**src/design/bgf_pkg.sv**
```systemverilog
package bgf_pkg;

  localparam int CELL_W    = 16;
  localparam int FLUX_W    = 18;
  localparam int INVDX_W   = 32;
  localparam int RATE_W    = 32;
  localparam int MUL_A_W   = 18;
  localparam int MUL_B_W   = 32;
  localparam int PROD_W    = MUL_A_W + MUL_B_W;
  localparam int CFG_IDX_W = 2;
  localparam int CFG_DAT_W = 32;

  localparam int MIN_CELLS       = 3;
  localparam int CELL_COUNT_RST  = 64;
  localparam int INV_DX_RST      = 65536;
  localparam int MID_DEPTH_DEF   = 2;
  localparam int OUT_DEPTH_DEF   = 4;

  typedef logic [CFG_IDX_W-1:0] cfg_idx_t;
  localparam cfg_idx_t REG_CELL_COUNT = cfg_idx_t'(0);
  localparam cfg_idx_t REG_INV_DX     = cfg_idx_t'(1);

  typedef enum logic [1:0] {
    KIND_FIRST,
    KIND_SECOND,
    KIND_BODY
  } kind_t;

  typedef enum logic [1:0] {
    BK_SQ,
    BK_FACE,
    BK_MUL,
    BK_DIFF
  } bk_state_t;

  // one classified cell handed from front to back
  typedef struct packed {
    logic signed [CELL_W-1:0] u;
    logic signed [CELL_W-1:0] prev_u;
    logic signed [CELL_W-1:0] first_u;
    logic [CELL_W-1:0]        idx;
    kind_t                    kind;
    logic                     last;
    logic [CELL_W-1:0]        max_abs;
  } entry_t;

  typedef struct packed {
    logic [CELL_W-1:0]        cell_index;
    logic signed [RATE_W-1:0] rate;
    logic [CELL_W-1:0]        max_abs_value;
    logic                     last;
  } res_t;

  function automatic logic [CELL_W-1:0] mag16(input logic signed [CELL_W-1:0] v);
    logic [CELL_W-1:0] r;
    r = v[CELL_W-1] ? CELL_W'(-v) : CELL_W'(v);
    return r;
  endfunction

  // Godunov flux for u^2/2 given both values and their half squares
  function automatic logic [FLUX_W-1:0] face_flux(
    input logic signed [CELL_W-1:0] ul,
    input logic signed [CELL_W-1:0] ur,
    input logic [FLUX_W-1:0]        fl,
    input logic [FLUX_W-1:0]        fr
  );
    logic same;
    logic [FLUX_W-1:0] r;
    same = (ul > 0 && ur > 0) || (ul < 0 && ur < 0);
    if (ul <= ur) begin
      if (same) r = (fl < fr) ? fl : fr;
      else      r = '0;
    end else begin
      r = (fl > fr) ? fl : fr;
    end
    return r;
  endfunction

endpackage

```
**src/design/burgers_godunov_flux_stencil.sv**
```systemverilog
// Each cell is squared and its rates are scaled on the back end's single shared
// multiplier, used once for the square and once per emitted rate. The first two cells
// of a pass emit no rate, each interior cell one and the last cell three; the back end
// takes a new cell only once the previous one is done, and waits for result queue room.
// Reset (rst_n low, synchronous) empties both queues, clears the stencil state
// and loads cell_count = 64, inv_dx = 1.0.
module burgers_godunov_flux_stencil #(
  parameter int MID_DEPTH = bgf_pkg::MID_DEPTH_DEF,
  parameter int OUT_DEPTH = bgf_pkg::OUT_DEPTH_DEF
) (
  input  logic                               clk,
  input  logic                               rst_n,
  input  logic                               in_push,
  output logic                               in_full,
  input  logic signed [bgf_pkg::CELL_W-1:0]  in_cell_value,
  output logic                               out_empty,
  input  logic                               out_pop,
  output logic [bgf_pkg::CELL_W-1:0]         out_cell_index,
  output logic signed [bgf_pkg::RATE_W-1:0]  out_rate,
  output logic [bgf_pkg::CELL_W-1:0]         out_max_abs_value,
  output logic                               out_last,
  input  logic                               cfg_we,
  input  logic [bgf_pkg::CFG_IDX_W-1:0]      cfg_index,
  input  logic [bgf_pkg::CFG_DAT_W-1:0]      cfg_data
);
  import bgf_pkg::*;

  localparam int ENT_W = $bits(entry_t);
  localparam int RES_W = $bits(res_t);

  logic [CELL_W-1:0]  cell_count_r;
  logic [INVDX_W-1:0] inv_dx_r;

  logic               mid_full, mid_push, mid_empty, mid_pop;
  entry_t             mid_entry, mid_head;
  logic [ENT_W-1:0]   mid_dout;
  logic [$clog2(MID_DEPTH+1)-1:0] mid_level;

  logic               res_push, res_full;
  res_t               res_in, res_head;
  logic [RES_W-1:0]   res_dout;
  logic [$clog2(OUT_DEPTH+1)-1:0] res_level;

  always_ff @(posedge clk) begin
    if (!rst_n) begin
      cell_count_r <= CELL_W'(CELL_COUNT_RST);
      inv_dx_r     <= INVDX_W'(INV_DX_RST);
    end else if (cfg_we) begin
      case (cfg_index)
        REG_CELL_COUNT: cell_count_r <= cfg_data[CELL_W-1:0];
        REG_INV_DX:     inv_dx_r     <= cfg_data[INVDX_W-1:0];
        default: ;
      endcase
    end
  end

  bgf_front u_front (
    .clk           (clk),
    .rst_n         (rst_n),
    .in_push       (in_push),
    .in_full       (in_full),
    .in_cell_value (in_cell_value),
    .cell_count    (cell_count_r),
    .mid_full      (mid_full),
    .mid_push      (mid_push),
    .mid_entry     (mid_entry)
  );

  bgf_fifo #(.WIDTH(ENT_W), .DEPTH(MID_DEPTH)) u_mid_q (
    .clk   (clk),
    .rst_n (rst_n),
    .push  (mid_push),
    .din   (mid_entry),
    .full  (mid_full),
    .pop   (mid_pop),
    .dout  (mid_dout),
    .empty (mid_empty),
    .level (mid_level)
  );

  assign mid_head = entry_t'(mid_dout);

  bgf_back #(.OUT_DEPTH(OUT_DEPTH)) u_back (
    .clk       (clk),
    .rst_n     (rst_n),
    .inv_dx    (inv_dx_r),
    .mid_empty (mid_empty || (mid_level == '0)),
    .mid_head  (mid_head),
    .mid_pop   (mid_pop),
    .out_level (res_level),
    .out_push  (res_push),
    .out_item  (res_in)
  );

  bgf_fifo #(.WIDTH(RES_W), .DEPTH(OUT_DEPTH)) u_res_q (
    .clk   (clk),
    .rst_n (rst_n),
    .push  (res_push),
    .din   (res_in),
    .full  (res_full),
    .pop   (out_pop),
    .dout  (res_dout),
    .empty (out_empty),
    .level (res_level)
  );

  // back end only issues a rate when the result queue has room
  assign res_head          = res_t'(res_dout);
  assign out_cell_index    = res_head.cell_index;
  assign out_rate          = res_full ? res_head.rate : res_head.rate;
  assign out_max_abs_value = res_head.max_abs_value;
  assign out_last          = res_head.last;

endmodule

```
**src/design/bgf_fifo.sv**
```systemverilog
module bgf_fifo #(
  parameter int WIDTH = 8,
  parameter int DEPTH = 2
) (
  input  logic                       clk,
  input  logic                       rst_n,
  input  logic                       push,
  input  logic [WIDTH-1:0]           din,
  output logic                       full,
  input  logic                       pop,
  output logic [WIDTH-1:0]           dout,
  output logic                       empty,
  output logic [$clog2(DEPTH+1)-1:0] level
);

  localparam int PW = (DEPTH > 1) ? $clog2(DEPTH) : 1;
  localparam int LW = $clog2(DEPTH+1);

  logic [WIDTH-1:0] mem_r [DEPTH];
  logic [PW-1:0]    wr_ptr_r, wr_ptr_nxt;
  logic [PW-1:0]    rd_ptr_r, rd_ptr_nxt;
  logic [LW-1:0]    cnt_r, cnt_nxt;
  logic             do_push, do_pop;

  assign full    = (cnt_r == LW'(DEPTH));
  assign empty   = (cnt_r == '0);
  assign level   = cnt_r;
  assign dout    = mem_r[rd_ptr_r];
  assign do_push = push && !full;
  assign do_pop  = pop && !empty;

  always_comb begin
    wr_ptr_nxt = wr_ptr_r;
    rd_ptr_nxt = rd_ptr_r;
    cnt_nxt    = cnt_r;
    if (do_push) begin
      wr_ptr_nxt = (wr_ptr_r == PW'(DEPTH-1)) ? '0 : wr_ptr_r + 1'b1;
    end
    if (do_pop) begin
      rd_ptr_nxt = (rd_ptr_r == PW'(DEPTH-1)) ? '0 : rd_ptr_r + 1'b1;
    end
    if (do_push && !do_pop) begin
      cnt_nxt = cnt_r + 1'b1;
    end else if (do_pop && !do_push) begin
      cnt_nxt = cnt_r - 1'b1;
    end
  end

  always_ff @(posedge clk) begin
    if (!rst_n) begin
      wr_ptr_r <= '0;
      rd_ptr_r <= '0;
      cnt_r    <= '0;
    end else begin
      wr_ptr_r <= wr_ptr_nxt;
      rd_ptr_r <= rd_ptr_nxt;
      cnt_r    <= cnt_nxt;
    end
  end

  always_ff @(posedge clk) begin
    if (do_push) begin
      mem_r[wr_ptr_r] <= din;
    end
  end

endmodule

```
**src/design/bgf_front.sv**
```systemverilog
module bgf_front (
  input  logic                           clk,
  input  logic                           rst_n,
  input  logic                           in_push,
  output logic                           in_full,
  input  logic signed [bgf_pkg::CELL_W-1:0] in_cell_value,
  input  logic [bgf_pkg::CELL_W-1:0]     cell_count,
  input  logic                           mid_full,
  output logic                           mid_push,
  output bgf_pkg::entry_t                mid_entry
);
  import bgf_pkg::*;

  logic signed [CELL_W-1:0] first_r, first_nxt;
  logic signed [CELL_W-1:0] prev_r, prev_nxt;
  logic [CELL_W-1:0]        seen_r, seen_nxt;
  logic [CELL_W-1:0]        max_r, max_nxt;

  logic              acc;
  logic [CELL_W-1:0] n_cells;
  logic [CELL_W-1:0] a;
  logic              is_last;

  assign in_full  = mid_full;
  assign acc      = in_push && !mid_full;
  assign mid_push = acc;

  always_comb begin
    n_cells = (cell_count < CELL_W'(MIN_CELLS)) ? CELL_W'(MIN_CELLS) : cell_count;
    a       = mag16(in_cell_value);
    // seen == 1 never qualifies since the mesh has at least three cells
    is_last = (seen_r != '0) && (seen_r >= n_cells - 1'b1);

    if (seen_r == '0)  max_nxt = a;
    else if (a > max_r) max_nxt = a;
    else               max_nxt = max_r;

    first_nxt = (seen_r == '0) ? in_cell_value : first_r;
    prev_nxt  = in_cell_value;
    seen_nxt  = is_last ? '0 : seen_r + 1'b1;

    mid_entry.u       = in_cell_value;
    mid_entry.prev_u  = prev_r;
    mid_entry.first_u = first_r;
    mid_entry.idx     = seen_r;
    mid_entry.last    = is_last;
    mid_entry.max_abs = max_nxt;
    case (seen_r)
      CELL_W'(0): mid_entry.kind = KIND_FIRST;
      CELL_W'(1): mid_entry.kind = KIND_SECOND;
      default:    mid_entry.kind = KIND_BODY;
    endcase
  end

  always_ff @(posedge clk) begin
    if (!rst_n) begin
      first_r <= '0;
      prev_r  <= '0;
      seen_r  <= '0;
      max_r   <= '0;
    end else if (acc) begin
      first_r <= first_nxt;
      prev_r  <= prev_nxt;
      seen_r  <= seen_nxt;
      max_r   <= max_nxt;
    end
  end

endmodule

```
**src/design/bgf_back.sv**
```systemverilog
module bgf_back #(
  parameter int OUT_DEPTH = bgf_pkg::OUT_DEPTH_DEF
) (
  input  logic                               clk,
  input  logic                               rst_n,
  input  logic [bgf_pkg::INVDX_W-1:0]        inv_dx,
  input  logic                               mid_empty,
  input  bgf_pkg::entry_t                    mid_head,
  output logic                               mid_pop,
  input  logic [$clog2(OUT_DEPTH+1)-1:0]     out_level,
  output logic                               out_push,
  output bgf_pkg::res_t                      out_item
);
  import bgf_pkg::*;

  localparam int LW = $clog2(OUT_DEPTH+1);
  localparam int SUM_W = PROD_W + 1;

  bk_state_t st_r, st_nxt;

  entry_t              ent_r;
  logic [PROD_W-1:0]   prod_r;
  logic [FLUX_W-1:0]   prev_hs_r, first_hs_r, prev_face_r, first_face_r, wrap_r;
  logic [FLUX_W-1:0]   mag_r;
  logic                neg_r;
  logic [1:0]          step_r;
  logic                pend_r;
  logic                pend_neg_r;
  logic [CELL_W-1:0]   pend_idx_r, pend_max_r;
  logic                pend_last_r;

  logic [MUL_A_W-1:0]  mul_a;
  logic [MUL_B_W-1:0]  mul_b;
  logic [PROD_W-1:0]   mul_p;
  logic                space;
  logic                mul_go;
  logic [FLUX_W-1:0]   hs, face, wrap;
  logic [FLUX_W-1:0]   d_left, d_right;
  logic [CELL_W-1:0]   sq_mag;
  logic [SUM_W-1:0]    rsum;
  logic [SUM_W-17:0]   rq;
  logic [RATE_W-1:0]   rate_v;

  assign mul_p = mul_a * mul_b;

  // half square of the value squared last cycle, round half up
  assign hs   = FLUX_W'((prod_r[31:0] + 32'd4096) >> 13);
  assign face = face_flux(ent_r.prev_u, ent_r.u, prev_hs_r, hs);
  assign wrap = face_flux(ent_r.u, ent_r.first_u, hs, first_hs_r);

  assign space = ({1'b0, out_level} + (LW+1)'(pend_r) + 1'b1) <= (LW+1)'(OUT_DEPTH);

  // next state
  always_comb begin
    st_nxt = st_r;
    case (st_r)
      BK_SQ:   if (!mid_empty) st_nxt = BK_FACE;
      BK_FACE: st_nxt = (ent_r.kind == KIND_BODY) ? BK_MUL : BK_SQ;
      BK_MUL: begin
        if (space) st_nxt = (ent_r.last && step_r != 2'd2) ? BK_DIFF : BK_SQ;
      end
      BK_DIFF: st_nxt = BK_MUL;
      default: st_nxt = BK_SQ;
    endcase
  end

  // outputs and operand selection
  always_comb begin
    mid_pop = 1'b0;
    mul_go  = 1'b0;
    sq_mag  = mag16(mid_head.u);
    mul_a   = {{(MUL_A_W-CELL_W){1'b0}}, sq_mag};
    mul_b   = {{(MUL_B_W-CELL_W){1'b0}}, sq_mag};
    case (st_r)
      BK_SQ:   mid_pop = !mid_empty;
      BK_MUL: begin
        mul_a  = mag_r;
        mul_b  = inv_dx;
        mul_go = space;
      end
      default: ;
    endcase
    if (st_r == BK_DIFF && step_r == 2'd2) begin
      d_left  = wrap_r;
      d_right = first_face_r;
    end else if (st_r == BK_DIFF) begin
      d_left  = prev_face_r;
      d_right = wrap_r;
    end else begin
      d_left  = prev_face_r;
      d_right = face;
    end
  end

  always_ff @(posedge clk) begin
    if (!rst_n) begin
      st_r   <= BK_SQ;
      pend_r <= 1'b0;
      prev_hs_r    <= '0;
      first_hs_r   <= '0;
      prev_face_r  <= '0;
      first_face_r <= '0;
      step_r <= '0;
    end else begin
      st_r   <= st_nxt;
      pend_r <= mul_go;
      case (st_r)
        BK_FACE: begin
          case (ent_r.kind)
            KIND_FIRST: begin
              first_hs_r <= hs;
              prev_hs_r  <= hs;
            end
            KIND_SECOND: begin
              first_face_r <= face;
              prev_face_r  <= face;
              prev_hs_r    <= hs;
            end
            default: begin
              prev_face_r <= face;
              prev_hs_r   <= hs;
            end
          endcase
          step_r <= '0;
        end
        BK_MUL:  if (mul_go) step_r <= step_r + 1'b1;
        default: ;
      endcase
    end
  end

  always_ff @(posedge clk) begin
    if (mid_pop) begin
      ent_r  <= mid_head;
      prod_r <= mul_p;
    end
    if (mul_go) begin
      prod_r      <= mul_p;
      pend_neg_r  <= neg_r;
      pend_last_r <= (step_r == 2'd2);
      pend_max_r  <= (step_r == 2'd2) ? ent_r.max_abs : '0;
      case (step_r)
        2'd0:    pend_idx_r <= ent_r.idx - 1'b1;
        2'd1:    pend_idx_r <= ent_r.idx;
        default: pend_idx_r <= '0;
      endcase
    end
    if (st_r == BK_FACE) begin
      wrap_r <= wrap;
    end
    if (st_r == BK_FACE || st_r == BK_DIFF) begin
      neg_r <= d_right > d_left;
      mag_r <= (d_right > d_left) ? d_right - d_left : d_left - d_right;
    end
  end

  // round half away from zero, then saturate
  always_comb begin
    rsum = {1'b0, prod_r} + SUM_W'(32768);
    rq   = rsum[SUM_W-1:16];
    if (pend_neg_r) begin
      if (rq > (SUM_W-16)'(33'h080000000)) rate_v = 32'h80000000;
      else                                 rate_v = RATE_W'(-rq);
    end else begin
      if (rq > (SUM_W-16)'(33'h07FFFFFFF)) rate_v = 32'h7FFFFFFF;
      else                                 rate_v = RATE_W'(rq);
    end
    out_push               = pend_r;
    out_item.cell_index    = pend_idx_r;
    out_item.rate          = rate_v;
    out_item.max_abs_value = pend_max_r;
    out_item.last          = pend_last_r;
  end

endmodule

```
**config.mk**
```make
export PLATFORM = sky130hd
export DESIGN_NAME = burgers_godunov_flux_stencil
export DESIGN_NICKNAME = d
export VERILOG_FILES = /design/src/design/bgf_pkg.sv /design/src/design/burgers_godunov_flux_stencil.sv /design/src/design/bgf_fifo.sv /design/src/design/bgf_front.sv /design/src/design/bgf_back.sv
export SDC_FILE = /design/constraint.sdc
export NUM_CORES = 2
export LEC_CHECK = 0
export ABC_AREA = 1
export BUFFER_PORTS_ARGS = -buffer_cell sky130_fd_sc_hd__buf_2
export CAP_MARGIN = 0
export CORE_MARGIN = 2
export CORE_UTILIZATION = 60
export DETAILED_ROUTE_END_ITERATION = 12
export HOLD_SLACK_MARGIN = 0.05
export PLACE_DENSITY = 0.87
export SYNTH_ARGS = -nofsm -noshare
export SYNTH_HDL_FRONTEND = slang
export SYNTH_SLANG_ARGS = --single-unit
```
**constraint.sdc**
```tcl
create_clock -name clk -period 15 [get_ports clk]
set_input_delay 3 -clock clk [delete_from_list [all_inputs] [get_ports clk]]
set_output_delay 3 -clock clk [all_outputs]
set_load 0.01 [all_outputs]
```
==> results.ini <==
[final_layout]
nNetsFinal = 7682
final_area_um2 = 63800
seq_area_um2 = 22600
utilization = 0.650
final_cell_mix = nand2_1, inv_1, nor2_1
multiInputGateArea_um2 = 30900
drive_gt1_frac = 0.0656
areaGrowthSynthToFinish_pct = 7.68
final_common_cell = nand2_1
nFillCells = 7564

[cts]
holdBufCountCts = 0
cts_buffer_depth = 3
clk_pin_slew_ps = 70
root_buffer = clkbuf_16
postCtsSetupRepairBufs = 0
clk_latency_ps = 680
clock_sinks = 821
cts_tree = yes
cts-resized-gates = 0
cts_made_buffers = 81
htreeDepth = 3

[setup_path]
cpLargestDelayFamily = adder cells
cp-startpoint = u_back.st_r[0]
cp-end-kind = flip-flop
required_ps = 15400
r2r_slack_ps = 5440
reg2reg_depth = 28
path_class = reg2reg
r2r-end = u_back.prod_r[41]
crit_fanout = 46
cp.arrival_ps = 9960
critical_path.max_stage_delay_ps = 1100
r2r_start = u_back.st_r[0]
crit_buf_inv = 9
slowest_stage = dfxtp_1
critPathLaunchType = flip-flop

[yosys]
synth-edff-count = 618
netlist_area_um2 = 59200
synth_cells = 6851
synth-main-ff-cell = edfxtp_1
synth_nets = 7668
synth-seq-area-share = 0.382
async_reset_ff_frac = 0
ys.warnings.count = 0
ys_ff_latch = 821
syn_area_per_cell_um2 = 8.64
synth_cell_types = 60

[die]
rows = 115
die_w_um = 318
start_util = 0.603
dieArea_um2 = 101000
die_y_um = 318
io_pins = 122
core-area_um2 = 98100

[worst_hold_path]
min_path_type = reg2reg
hp-start = u_back.neg_r
worstHoldEndpoint = u_back.pend_neg_r
whs_path_depth = 0

[timing]
finalHoldViolCount = 0
setup_viol = 0
tightestPinTransition_ps = 1480
fin_crit_sh = 0.637
postLayoutSetupSlackWorst_ps = 5440
rsz0062_at_grt = no
maxSlewHeadroom = 0.00984
period_needed_ps = 9560
max_clock_freq_mhz = 105
timing.setup.tns_ps = 0
slew_viol_final = 0
fin_skew_ps = 41.7

[placement]
pre_cts_ws_ps = 5660
gp_congestion = 1.01
dpl-instance-area_um2 = 60900
dp.final_hpwl_um = 118000
io_buffers = 121

[drt]
top_layer = met4
drt-wirelength-per-cell_um = 19.7
remaining_drc_errors = 0
wl_met1_um = 62600
wl_um = 162000
first_pass_iters = 7
antenna_left = 0
vias = 48100
first_iter_violations = 5153
via_per_inst = 5.85
met3WireLength_um = 18300
wl_met2_um = 72600

[global_routing]
grt_pass1_wl_um = 255000
antenna_found_initial = 4
grt_pass1_vias = 47700
track_usage = 0.319
grt_max_degree = 119
grt-ovfl-total = 0

[flow_run]
drv_cap = 1

[run_status]
status = finished with violations
violations = max-capacitance violations

per-stage QoR:
step,hold WS [ps],std cells
global route,446,8222
global placement,409,8069
CTS,441,8219
detailed placement,423,8069
floorplan,400,6851
finish,441,8222
final cells by class:
type,instances,area share
multi-input combinational,4508,0.484
sequential,821,0.355
inverter,1275,0.0751
clock buffer,100,0.0340
tap,1287,0.0253
timing repair buffer,178,0.0162
clock inverter,50,0.0102
antenna,3,0.000118
sequential cells by signal (all words and copies together), names as in the netlist, 2 cells and up, named ones only:
signal               count
u_res_q.level            3
cell_count_r            16
u_front.prev_r          16
inv_dx_r                32
u_mid_q.mem_r          166
u_back.pend_idx_r       16
u_res_q.wr_ptr_r         2
u_back.pend_max_r       16
u_back.prev_hs_r        18
u_back.first_hs_r       18
u_res_q.mem_r          260
u_res_q.rd_ptr_r         2
u_back.mag_r            18
u_back.prod_r           38
u_front.max_r           16
u_back.wrap_r           18
u_back.first_face_r     18
u_back.step_r            2
u_front.first_r         16
u_back.st_r              2
u_back.ent_r            83
u_front.seen_r          16
u_back.prev_face_r      18
u_mid_q.level            2
how the worst max path moves through the flow:
stage                     endpoint  slack [ps]  cells past startpoint
2_1_floorplan  u_mid_q.mem_r[1][0]        7550                      4
3_3_place_gp     u_back.prod_r[41]        5690                     29
3_5_place_dp     u_back.prod_r[41]        5660                     29
4_1_cts          u_back.prod_r[41]        5640                     29
5_1_grt          u_back.prod_r[40]        4880                     30
6_report         u_back.prod_r[41]        5440                     28
worst reg2reg max path: cells and delay by family (launching register included):
kind	cells	cell delay, ps
xor+xnor	1	150
flops	1	1100
buf+inv	9	2050
fa+ha+maj	7	3500
compound gates	7	1860
simple gates	4	640
logic make-up after synthesis:
family / after synthesis / share of synthesized area
fa+ha+maj: 762 / 0.222
simple gates: 2596 / 0.180
compound gates: 979 / 0.0900
mux: 67 / 0.0127
xor+xnor: 104 / 0.0154
buf+inv: 1522 / 0.0981
flops: 821 / 0.382
synth_stat cells (all sizes together), types with 81 or more instances:
cell	count	area, um2
edfxtp	618	18600
nand2	1449	5490
clkbuf	187	702
fa	481	9630
nor2	712	2790
nand3	290	1470
o21ai	492	2460
dfxtp	203	4060
inv	1259	4730
a21oi	286	1440
ha	281	3520
xor2	81	709
metal layers:
metal,GRT usage,vias up
met4,0.152,0
met1,0.425,22900
met3,0.0730,568
met5,0,-
li1,-,21800
met2,0.496,2806
Power is left out: the tool's default activity adds up to more than one toggle a clock period on the data nets, which glitch-free logic cannot reach.
